## src/design/btpc_pkg.sv

```systemverilog
// shared types and constants of the barometric temperature and pressure compensation block
package btpc_pkg;

    localparam int ADC_W = 20;   // raw converter reading width
    localparam int MULB_W = 17;  // signed coefficient operand of the 64x16 multiplier
    localparam int DIV_STEPS = 64;  // one quotient bit per divider stage

    // configuration register indexes
    localparam logic [7:0] CFG_IDX_TEMP_CAL = 8'd0;
    localparam logic [7:0] CFG_IDX_PRESS_LO = 8'd1;
    localparam logic [7:0] CFG_IDX_PRESS_HI = 8'd2;
    localparam logic [7:0] CFG_IDX_P9 = 8'd3;

    // arithmetic constants
    localparam int C_T_OFFSET = 128000;
    localparam int C_PRESS_BASE = 1048576;
    localparam int C_PRESS_SCALE = 3125;
    localparam int C_T_ROUND = 128;
    localparam int C_SH_BIAS = 47;
    localparam int C_SH_DEN = 33;
    localparam int C_SH_P4 = 35;
    localparam int C_SH_P5 = 17;
    localparam int C_SH_P2 = 12;
    localparam int C_SH_P3 = 8;
    localparam int C_SH_NUM = 31;
    localparam int C_SH_H = 13;
    localparam int C_SH_X1 = 25;
    localparam int C_SH_X2 = 19;
    localparam int C_SH_PF = 8;
    localparam int C_SH_P7 = 4;
    localparam int C_SH_V1 = 11;
    localparam int C_SH_V2 = 14;
    localparam int C_SH_TC = 8;

    // temperature results riding along the pressure path
    typedef struct packed {
        logic [31:0] tc;
        logic [31:0] tf;
        logic        dz;
    } t_side;

    // one finished result
    typedef struct packed {
        logic [31:0] press;
        logic [31:0] tf;
        logic [31:0] tc;
        logic        dz;
    } t_result;

endpackage

```

## src/design/btpc_mul64x16.sv

```systemverilog
// two-stage low-64-bit product of a 64-bit word and a signed 17-bit coefficient
module btpc_mul64x16
    import btpc_pkg::*;
(
    input  logic                     i_clk,
    input  logic                     i_en,
    input  logic [63:0]              i_a,
    input  logic signed [MULB_W-1:0] i_b,
    output logic [63:0]              o_p
);

    logic signed [MULB_W+32:0] w_lo;
    logic signed [MULB_W+31:0] w_hi;
    logic signed [MULB_W+32:0] r_lo;
    logic        [31:0]        r_hi;
    logic        [63:0]        r_p;

    // low half as unsigned, high half only matters modulo 2^32
    assign w_lo = $signed({1'b0, i_a[31:0]}) * i_b;
    assign w_hi = $signed(i_a[63:32]) * i_b;

    always_ff @(posedge i_clk) begin
        if (i_en) begin
            r_lo <= w_lo;
            r_hi <= w_hi[31:0];
            r_p  <= 64'(r_lo) + {r_hi, 32'b0};
        end
    end

    assign o_p = r_p;

endmodule

```

## config.mk

```make
export PLATFORM = sky130hd
export DESIGN_NAME = btpc_mul64x16
export DESIGN_NICKNAME = d
export VERILOG_FILES = /design/src/design/btpc_pkg.sv /design/src/design/btpc_mul64x16.sv
export SDC_FILE = /design/constraint.sdc
export NUM_CORES = 2
export LEC_CHECK = 0
export ABC_CLOCK_PERIOD_IN_PS = 7400
export BUFFER_PORTS_ARGS = -buffer_cell sky130_fd_sc_hd__buf_2
export CAP_MARGIN = 20
export CORE_ASPECT_RATIO = 0.8
export CORE_UTILIZATION = 55
export CTS_CLUSTER_SIZE = 24
export DETAILED_ROUTE_END_ITERATION = 16
export GPL_ROUTABILITY_DRIVEN = 0
export PLACE_DENSITY_LB_ADDON = 0.05
export SETUP_SLACK_MARGIN = 0.1
export SLEW_MARGIN = 20
export SYNTH_ARGS = -nofsm -noshare
export SYNTH_HDL_FRONTEND = slang
export SYNTH_SLANG_ARGS = --single-unit
export TNS_END_PERCENT = 5
```

## constraint.sdc

```tcl
create_clock -name i_clk -period 7.4 [get_ports i_clk]
set_input_delay 0 -clock i_clk [delete_from_list [all_inputs] [get_ports i_clk]]
set_output_delay 0 -clock i_clk [all_outputs]
set_load 0.02 [all_outputs]
```

==> impl_metrics.env <==
export IMPL_run_status="complete, but fails checks"
export IMPL_violations="design-rule violations"
export IMPL_cp_end_kind="flop"
export IMPL_route_met3_wl_um=7910
export IMPL_drt_pass1_iter_count=11
export IMPL_start_util_pct=55.5
export IMPL_critPathMaxFanout=29
export IMPL_netlist_area_um2=35600
export IMPL_r2r_setup_slack_ns=3.49
export IMPL_grt_max_degree=81
export IMPL_multiInputGateArea_um2=27300
export IMPL_cp_start_kind="input pin"
export IMPL_drive_above_1_share_pct=6.73
export IMPL_ant_nets=0
export IMPL_final_fill_count=5671
export IMPL_drv_slew=0
export IMPL_worstMarginPinSlew_ns=1.01
export IMPL_async_flop_share_pct=0
export IMPL_cts_max_level=4
export IMPL_hold_viol=0
export IMPL_ys_seq_elements=146
export IMPL_finalCriticalPeriod_ns=6.63
export IMPL_wl_met2_um=41000
export IMPL_cts_buffer_depth=2
export IMPL_rows=83
export IMPL_first_global_vias=27600
export IMPL_skew_ns=0.0136
export IMPL_synthCells=3760
export IMPL_synth_seq_area_share_pct=12.3
export IMPL_overflow=0
export IMPL_max_clock_freq_ghz=0.151
export IMPL_core_area_um2=64100
export IMPL_top_layer="met4"
export IMPL_worstPathRequired_ns=7.66
export IMPL_vias_per_cell=5.43
export IMPL_m1WireLength_um=41900
export IMPL_relSlewSlack_pct=32.3
export IMPL_die_h_um=230
export IMPL_placement_io_buffers=146
export IMPL_cts_sinks=146
export IMPL_clk_pin_slew_worst_paths_ns=0.08
export IMPL_post_cts_resized=0
export IMPL_ys_flop_type="edfxtp_1"
export IMPL_maxCapViolations=0
export IMPL_place_hpwl_um=74500
export IMPL_die_area_um2=65700
export IMPL_post_cts_buffers=0
export IMPL_final_seq_area_um2=4380
export IMPL_synth_nets=4896
export IMPL_avgRoutedWirePerCell_um=19.9
export IMPL_tns_ns=0
export IMPL_grt_antenna_before_repair=4
export IMPL_wl_um=93100
export IMPL_avgSynthCellArea_um2=9.46
export IMPL_fin_nets=4959
export IMPL_yosysUniqueCellTypes=62
export IMPL_clk_latency_ns=0.50
export IMPL_syn_to_final_growth_pct=6.60
export IMPL_remaining_drc_errors=4
export IMPL_cts_tree="built"
export IMPL_cp_arrival_ns=6.89
export IMPL_die_w_um=286
export IMPL_drt_iter0_drc=1777
export IMPL_boundaryPins=147
export IMPL_setup_violations=0
export IMPL_yosys_warnings=0
export IMPL_period_share_pct=89.6
export IMPL_min_path_type="input pin to flop"
export IMPL_rsz0062_at_grt="false"
export IMPL_hold_buffers=0
export IMPL_synth_edf_count=146
export IMPL_grt_pass1_wl_um=151000
export IMPL_worstSetupPathType="input pin to flop"
export IMPL_cts_made_buffers=17
export IMPL_vias=25500
export IMPL_grt_total_usage_pct=30.0
export IMPL_cts_root_buf="clkbuf_16"
==> final timing paths <==
check,depth (start not counted),end,start
setup / recovery,23,r_hi[30],i_b[4]
hold / removal,1,o_p[48],i_en
setup reg to reg,11,o_p[62],r_lo[40]
hold reg to reg,0,o_p[29],r_lo[29]
==> cells by family after synthesis <==
logic type               synth area share [%]
AO/OA/AOI/OAI                            4.98
XOR/XNOR                                 3.10
adder cells (fa/ha/maj)                  53.3
buffers and inverters                    10.9
flip-flops                               12.3
AND/OR/NAND/NOR                          15.4
==> per-stage QoR <==
| step | utilization, % | hold slack (ns) | area [um2] | setup WS [ns] | std cells |
|---|---|---|---|---|---|
| floorplan | - | 0.112 | 35600 | 1.29 | 3760 |
| global placement | 58.2 | 0.401 | 37300 | 0.514 | 4654 |
| detailed placement | 58.2 | 0.405 | 37300 | 0.348 | 4654 |
| CTS | 59.2 | 0.0623 | 37900 | 0.867 | 4686 |
| global route | 59.2 | 0.0838 | 37900 | 0.362 | 4689 |
| finish | 59.2 | 0.0661 | 37900 | 0.769 | 4690 |
==> placed cells by master, fill, tap and decap left out, types with 3 or more instances in the layout <==
cell and n:
buf_12 7, nand3_1 26, ha_1 284, o2111ai_1 3, nor3_1 8, o211ai_1 6, o21ai_0 52, nand2b_1 31
a31oi_1 9, a21oi_1 75, or3_1 3, xor2_1 26, nor2_1 76, buf_4 56, inv_8 5, inv_1 869
inv_6 3, nor3b_1 3, diode_2 4, nand2_1 564, o21a_1 13, a211oi_1 15, and3_1 11, o21bai_1 20
buf_2 145, nand4_1 6, o31a_1 4, nor2b_1 14, clkinv_8 5, fa_1 769, xnor2_1 100, and2_1 391
edfxtp_1 146, a21o_1 31, clkbuf_16 17, a21boi_0 4
==> synthesized netlist by cell type (4+ instances only) <==
library cell / instances / area [um2]
a211oi_1: 15 / 113
a21boi_0: 4 / 30.0
a21o_1: 31 / 233
a21oi_1: 75 / 375
a31oi_1: 9 / 56.3
and2_1: 391 / 2450
and3_1: 11 / 68.8
clkbuf_1: 163 / 612
edfxtp_1: 146 / 4380
fa_1: 769 / 15400
ha_1: 284 / 3550
inv_1: 869 / 3260
nand2_1: 564 / 2120
nand2b_1: 31 / 194
nand3_1: 26 / 130
nand4_1: 6 / 37.5
nor2_1: 76 / 285
nor2b_1: 14 / 87.6
nor3_1: 8 / 40.0
o211ai_1: 6 / 45.0
o21a_1: 13 / 97.6
o21ai_0: 52 / 260
o21bai_1: 20 / 150
o31a_1: 4 / 35.0
xnor2_1: 100 / 876
xor2_1: 26 / 228
==> layout make-up <==
type / instances / share of cell area [%]
clock inverter: 15 / 0.472
inverter: 869 / 8.60
multi-input combinational: 2580 / 72.0
clock buffer: 17 / 1.12
sequential: 146 / 11.6
timing repair buffer: 209 / 3.42
antenna: 4 / 0.0264
tap: 850 / 2.80
==> flip-flops by register name, indices dropped and copies added, names as in the netlist <==
register	flops
o_p	64
r_lo	50
r_hi	32
==> metal layers <==
layer,global-route usage (%),up-vias
li1,-,11300
met2,45.0,1010
met4,8.44,0
met1,43.9,13000
met5,0,-
met3,6.48,129
==> worst max-delay path: stages <==
cell and delay (ns):
buf_2 0.71, buf_4 0.35, nand2_1 0.10, fa_1 0.51, inv_1 0.06, fa_1 0.51
fa_1 0.51, inv_1 0.06, fa_1 0.49, fa_1 0.49, inv_1 0.05, fa_1 0.45
ha_1 0.34, o21a_1 0.20, nand2_1 0.11, nor2_1 0.11, o21ai_0 0.23, a41o_1 0.37
o21ai_0 0.59, a211oi_1 0.21, o21bai_1 0.18, a21oi_1 0.09, xnor2_1 0.13
Power is not shown: default switching activity piles up to over one toggle a cycle in this logic, so the estimate is an artifact.
