`src/design/btpc_pkg.sv`:
```
// shared types and constants of the barometric temperature and pressure compensation block
package btpc_pkg;

    localparam int ADC_W = 20;   // raw converter reading width
    localparam int MULB_W = 17;  // signed coefficient operand of the 64x16 multiplier
    localparam int DIV_STEPS = 64;  // one quotient bit per divider stage

    // configuration register indexes
    localparam logic [7:0] CFG_IDX_TEMP_CAL = 8'd0;
    localparam logic [7:0] CFG_IDX_PRESS_LO = 8'd1;
    localparam logic [7:0] CFG_IDX_PRESS_HI = 8'd2;
    localparam logic [7:0] CFG_IDX_P9 = 8'd3;

    // arithmetic constants
    localparam int C_T_OFFSET = 128000;
    localparam int C_PRESS_BASE = 1048576;
    localparam int C_PRESS_SCALE = 3125;
    localparam int C_T_ROUND = 128;
    localparam int C_SH_BIAS = 47;
    localparam int C_SH_DEN = 33;
    localparam int C_SH_P4 = 35;
    localparam int C_SH_P5 = 17;
    localparam int C_SH_P2 = 12;
    localparam int C_SH_P3 = 8;
    localparam int C_SH_NUM = 31;
    localparam int C_SH_H = 13;
    localparam int C_SH_X1 = 25;
    localparam int C_SH_X2 = 19;
    localparam int C_SH_PF = 8;
    localparam int C_SH_P7 = 4;
    localparam int C_SH_V1 = 11;
    localparam int C_SH_V2 = 14;
    localparam int C_SH_TC = 8;

    // temperature results riding along the pressure path
    typedef struct packed {
        logic [31:0] tc;
        logic [31:0] tf;
        logic        dz;
    } t_side;

    // one finished result
    typedef struct packed {
        logic [31:0] press;
        logic [31:0] tf;
        logic [31:0] tc;
        logic        dz;
    } t_result;

endpackage

```
`src/design/btpc_temp.sv`:
```
// five-stage temperature compensation pipeline, 32-bit wrapping arithmetic
module btpc_temp
    import btpc_pkg::*;
(
    input  logic             i_clk,
    input  logic             i_rst_n,
    input  logic             i_en,
    input  logic             i_vld,
    input  logic [ADC_W-1:0] i_adc_temp,
    input  logic [ADC_W-1:0] i_adc_press,
    input  logic [47:0]      i_temp_cal,
    output logic             o_vld,
    output logic [31:0]      o_tc,
    output logic [31:0]      o_tf,
    output logic [ADC_W-1:0] o_adc_press
);

    logic [4:0]       r_vld;
    logic [ADC_W-1:0] r_ap [0:4];

    logic signed [17:0] r1_a;
    logic signed [16:0] r1_b;
    logic signed [31:0] r2_m1;
    logic        [31:0] r2_bb;
    logic signed [31:0] r3_v1;
    logic        [31:0] r3_m2;
    logic        [31:0] r4_tf;
    logic        [31:0] r5_tc;
    logic        [31:0] r5_tf;

    logic signed [15:0] w_t2;
    logic signed [15:0] w_t3;
    logic signed [33:0] w_m1;
    logic signed [33:0] w_bb;
    logic signed [19:0] w_bbs;
    logic signed [35:0] w_m2;
    logic signed [31:0] w_v1;
    logic signed [31:0] w_v2;
    logic        [31:0] w_tc_pre;
    logic signed [31:0] w_tc;

    assign w_t2 = i_temp_cal[31:16];
    assign w_t3 = i_temp_cal[47:32];
    assign w_m1 = r1_a * w_t2;
    assign w_bb = r1_b * r1_b;
    assign w_bbs = r2_bb[31:12];
    assign w_m2 = w_bbs * w_t3;
    assign w_v1 = r2_m1 >>> C_SH_V1;
    assign w_v2 = $signed(r3_m2) >>> C_SH_V2;
    assign w_tc_pre = (r4_tf << 2) + r4_tf + 32'(C_T_ROUND);
    assign w_tc = $signed(w_tc_pre) >>> C_SH_TC;

    always_ff @(posedge i_clk) begin
        if (!i_rst_n) begin
            r_vld <= '0;
        end else if (i_en) begin
            r_vld <= {r_vld[3:0], i_vld};
        end
    end

    always_ff @(posedge i_clk) begin
        if (i_en) begin
            r_ap[0] <= i_adc_press;
            for (int i = 1; i < 5; i++) begin
                r_ap[i] <= r_ap[i-1];
            end
            r1_a  <= $signed({1'b0, i_adc_temp[19:3]}) - $signed({1'b0, i_temp_cal[15:0], 1'b0});
            r1_b  <= $signed({1'b0, i_adc_temp[19:4]}) - $signed({1'b0, i_temp_cal[15:0]});
            r2_m1 <= w_m1[31:0];
            r2_bb <= w_bb[31:0];
            r3_v1 <= w_v1;
            r3_m2 <= w_m2[31:0];
            r4_tf <= r3_v1 + w_v2;
            r5_tf <= r4_tf;
            r5_tc <= w_tc;
        end
    end

    assign o_vld = r_vld[4];
    assign o_tc = r5_tc;
    assign o_tf = r5_tf;
    assign o_adc_press = r_ap[4];

endmodule

```
`config.mk`:
```
export PLATFORM = sky130hd
export DESIGN_NAME = btpc_temp
export DESIGN_NICKNAME = d
export VERILOG_FILES = /design/src/design/btpc_pkg.sv /design/src/design/btpc_temp.sv
export SDC_FILE = /design/constraint.sdc
export NUM_CORES = 2
export LEC_CHECK = 0
export BUFFER_PORTS_ARGS = -buffer_cell sky130_fd_sc_hd__buf_2
export CORE_MARGIN = 2
export CORE_UTILIZATION = 57
export DETAILED_ROUTE_END_ITERATION = 16
export PLACE_DENSITY = 0.75
export SETUP_SLACK_MARGIN = 0.02
export SKIP_LAST_GASP = 1
export SLEW_MARGIN = 20
export SYNTH_ARGS = -nofsm -noshare
export SYNTH_HDL_FRONTEND = slang
export SYNTH_SLANG_ARGS = --single-unit
```
`constraint.sdc`:
```
create_clock -name i_clk -period 8.2 [get_ports i_clk]
set_input_delay 0.41 -clock i_clk [delete_from_list [all_inputs] [get_ports i_clk]]
set_output_delay 0.41 -clock i_clk [all_outputs]
set_load 0.03 [all_outputs]
```
==> results.sh <==
export IMPL_gp_congestion=0.848
export IMPL_core_rowCount=97
export IMPL_dp_hpwl_um=65900
export IMPL_synthesis_area_mm2=0.0405
export IMPL_critPathSlowestCell="edfxtp_1"
export IMPL_vias=25700
export IMPL_synth_area_leader_cell="fa_1"
export IMPL_syn_num_nets=5133
export IMPL_rsz0062_at_grt="no"
export IMPL_setup_viol=0
export IMPL_cts_path_max_buffers=3
export IMPL_synth_mux_area_share_pct=0.151
export IMPL_drive_gt1_share_pct=6.74
export IMPL_crit_chain="nand2_1 > inv_1 > fa_1 > inv_1 > fa_1 > fa_1 > inv_1 > fa_1 > fa_1 > inv_1 > fa_1 > inv_1 > ha_1 > a21oi_1 > o21ai_1 > nor3_1 > nand3_1 > a221oi_2 > o21ai_1 > a211o_1 > a21oi_1 > xnor2_1"
export IMPL_yosys_top_cells_area="fa_1 40%, edfxtp_1 20%, ha_1 9.9%, inv_1 9.2%, and2_1 5.2%"
export IMPL_slew_headroom_pct=28.1
export IMPL_grt_pass1_wl_um=138000
export IMPL_die_y_um=271
export IMPL_numCtsBuffers=27
export IMPL_ys_seq_area_share_pct=20.0
export IMPL_die_w_um=271
export IMPL_yosysTopAreaCellShare_pct=40.3
export IMPL_grt_pass1_vias=27700
export IMPL_coreArea_mm2=0.0703
export IMPL_critical_path_class="reg2reg"
export IMPL_synth_edf_count=266
export IMPL_cts_tree="built"
export IMPL_synth_simple_area_share_pct=11.8
export IMPL_start_kind="flop"
export IMPL_cts_hold_buf=17
export IMPL_fin_skew_ns=0.0468
export IMPL_setup_ws_ns=0.964
export IMPL_yosysWarningCount=0
export IMPL_finalNetCount=5213
export IMPL_avgViaCountPerCell=5.19
export IMPL_finalCriticalPeriod_ns=7.24
export IMPL_synth_compound_area_share_pct=3.58
export IMPL_synth_most_common_cell="inv_1"
export IMPL_synthFlopType="edfxtp_1"
export IMPL_critPathBufInv=5
export IMPL_finalCritPeriodShare_pct=88.2
export IMPL_dieArea_mm2=0.0733
export IMPL_port_buffers=173
export IMPL_cts_resized=0
export IMPL_post_cts_setup_buffers=0
export IMPL_whs_ns=0.0309
export IMPL_utilization_pct=61.3
export IMPL_path_common_cell="fa_1"
export IMPL_synth_xor_area_share_pct=3.31
export IMPL_syn2layout_area_growth_pct=6.34
export IMPL_drv_slew=0
export IMPL_grt_overflow=0
export IMPL_grt_antenna_before_repair=1
export IMPL_finalHoldViolations=0
export IMPL_path_clk_slew_ns=0.06
export IMPL_fmax_mhz=138
export IMPL_initial_core_util_pct=57.7
export IMPL_worstPathArrival_ns=7.58
export IMPL_grtUsageTotal_pct=23.5
export IMPL_cts_sinks=271
export IMPL_critPathTopFamily="adder cells"
export IMPL_routed_wl_um=81400
export IMPL_n_antenna_cell=0
export IMPL_hold_path_class="in2reg"
export IMPL_final_fill_count=5659
export IMPL_crit_path_end_kind="flop"
export IMPL_worst_slew_pin_slew_ns=1.08
export IMPL_status="finished, final reports clean"
export IMPL_cpPeakStageDelay_ns=1.06
export IMPL_synthCells=3905
export IMPL_htree_levels=1
export IMPL_yosys_top_cells_count="990 x inv_1, 816 x fa_1, 403 x nand2_1"
export IMPL_antenna_left=0
export IMPL_syn_avg_cell_area_um2=10.4
export IMPL_route_detailed_drc=0
export IMPL_clk_latency_ns=0.60
export IMPL_drt_iter0_markers=1483
export IMPL_synth_top_family_by_area="adder cells"
export IMPL_max_cap_violations=0
export IMPL_dr_pass1_iters=6
export IMPL_ios=177
export IMPL_synth_adder_area_share_pct=50.2
export IMPL_worstPathMaxFanout=28
export IMPL_required_ns=8.54
export IMPL_fin_setup_tns_ns=0
export IMPL_route_detailed_wl_per_inst_um=16.5
export IMPL_cts_root_buf="clkbuf_16"
export IMPL_grt_max_degree=186
export IMPL_ys_types=66
export IMPL_ys_seq_elements=271
export IMPL_place_ws_ns=0.996
export IMPL_synth_async_reset_ratio_pct=0
[cells in the final DEF (no fill, tap or decap), types with 15 or more instances in the layout]
master / instances
o21a_1: 18
a21oi_1: 62
clkbuf_16: 27
buf_4: 28
xnor2_1: 120
dlygate4sd3_1: 17
xor2_1: 33
fa_1: 816
nor2b_1: 26
nand2b_1: 15
o21ai_0: 31
a21o_1: 27
inv_1: 990
nand3_1: 18
nand2_1: 403
nor3_1: 23
and2_1: 340
buf_2: 172
ha_1: 320
nor2_1: 101
edfxtp_1: 266
[logic make-up after synthesis]
| kind of cell | count (synthesis) |
|---|---|
| AOI/OAI and AO/OA | 212 |
| xor gates and xnor gates | 153 |
| adders and majority gates | 1136 |
| buffers and inverters | 1158 |
| DFF | 271 |
| muxes | 6 |
| and+or+nand+nor | 969 |
[routing by layer]
metal / vias to the layer above / GRT usage, % / wire (um)
li1: 11800 / - / -
met1: 13100 / 31.8 / 34300
met2: 622 / 41.2 / 41200
met3: 120 / 2.31 / 3950
met4: 0 / 5.41 / 1940
met5: - / 0 / 0
[through the flow]
step                      std cells  instance area, um^2
after floorplan                3905                40500
after global placement         4879                42000
after detailed placement       4879                42000
after CTS                      4945                43100
after global routing           4945                43100
final                          4945                43100
[area by class of cell]
type | instances | area (um^2) | share of cell area, %
Inverter | 990 | 3720 | 8.62
Clock buffer | 28 | 679 | 1.58
Sequential cell | 271 | 8090 | 18.8
Tap cell | 940 | 1180 | 2.73
Multi-Input combinational cell | 2476 | 28000 | 64.9
Clock inverter | 21 | 213 | 0.493
Timing Repair Buffer | 219 | 1280 | 2.96
[path summary, 6_finish.rpt]
kind,slack (ns),cells past startpoint,endpoint,from
worst min-delay path,0.03,1,r_ap[0][16],i_adc_press[16]
worst min register to register,0.38,0,r_ap[0][54],r_ap[0][34]
worst max-delay path,0.96,22,r2_m1[31],r1_a[17]
worst max register to register,0.96,22,r2_m1[31],r1_a[17]
[flip-flops by register name (all words and copies together) (netlist names)]
signal,flops
o_tc,24
o_tf,22
r1_a,18
r2_bb,20
r2_m1,21
r3_m2,18
r3_v1,21
r4_tf,22
r_ap,100
r_vld,5
Power is not shown: default switching activity piles up to over one toggle a cycle in this logic, so the estimate is an artifact.
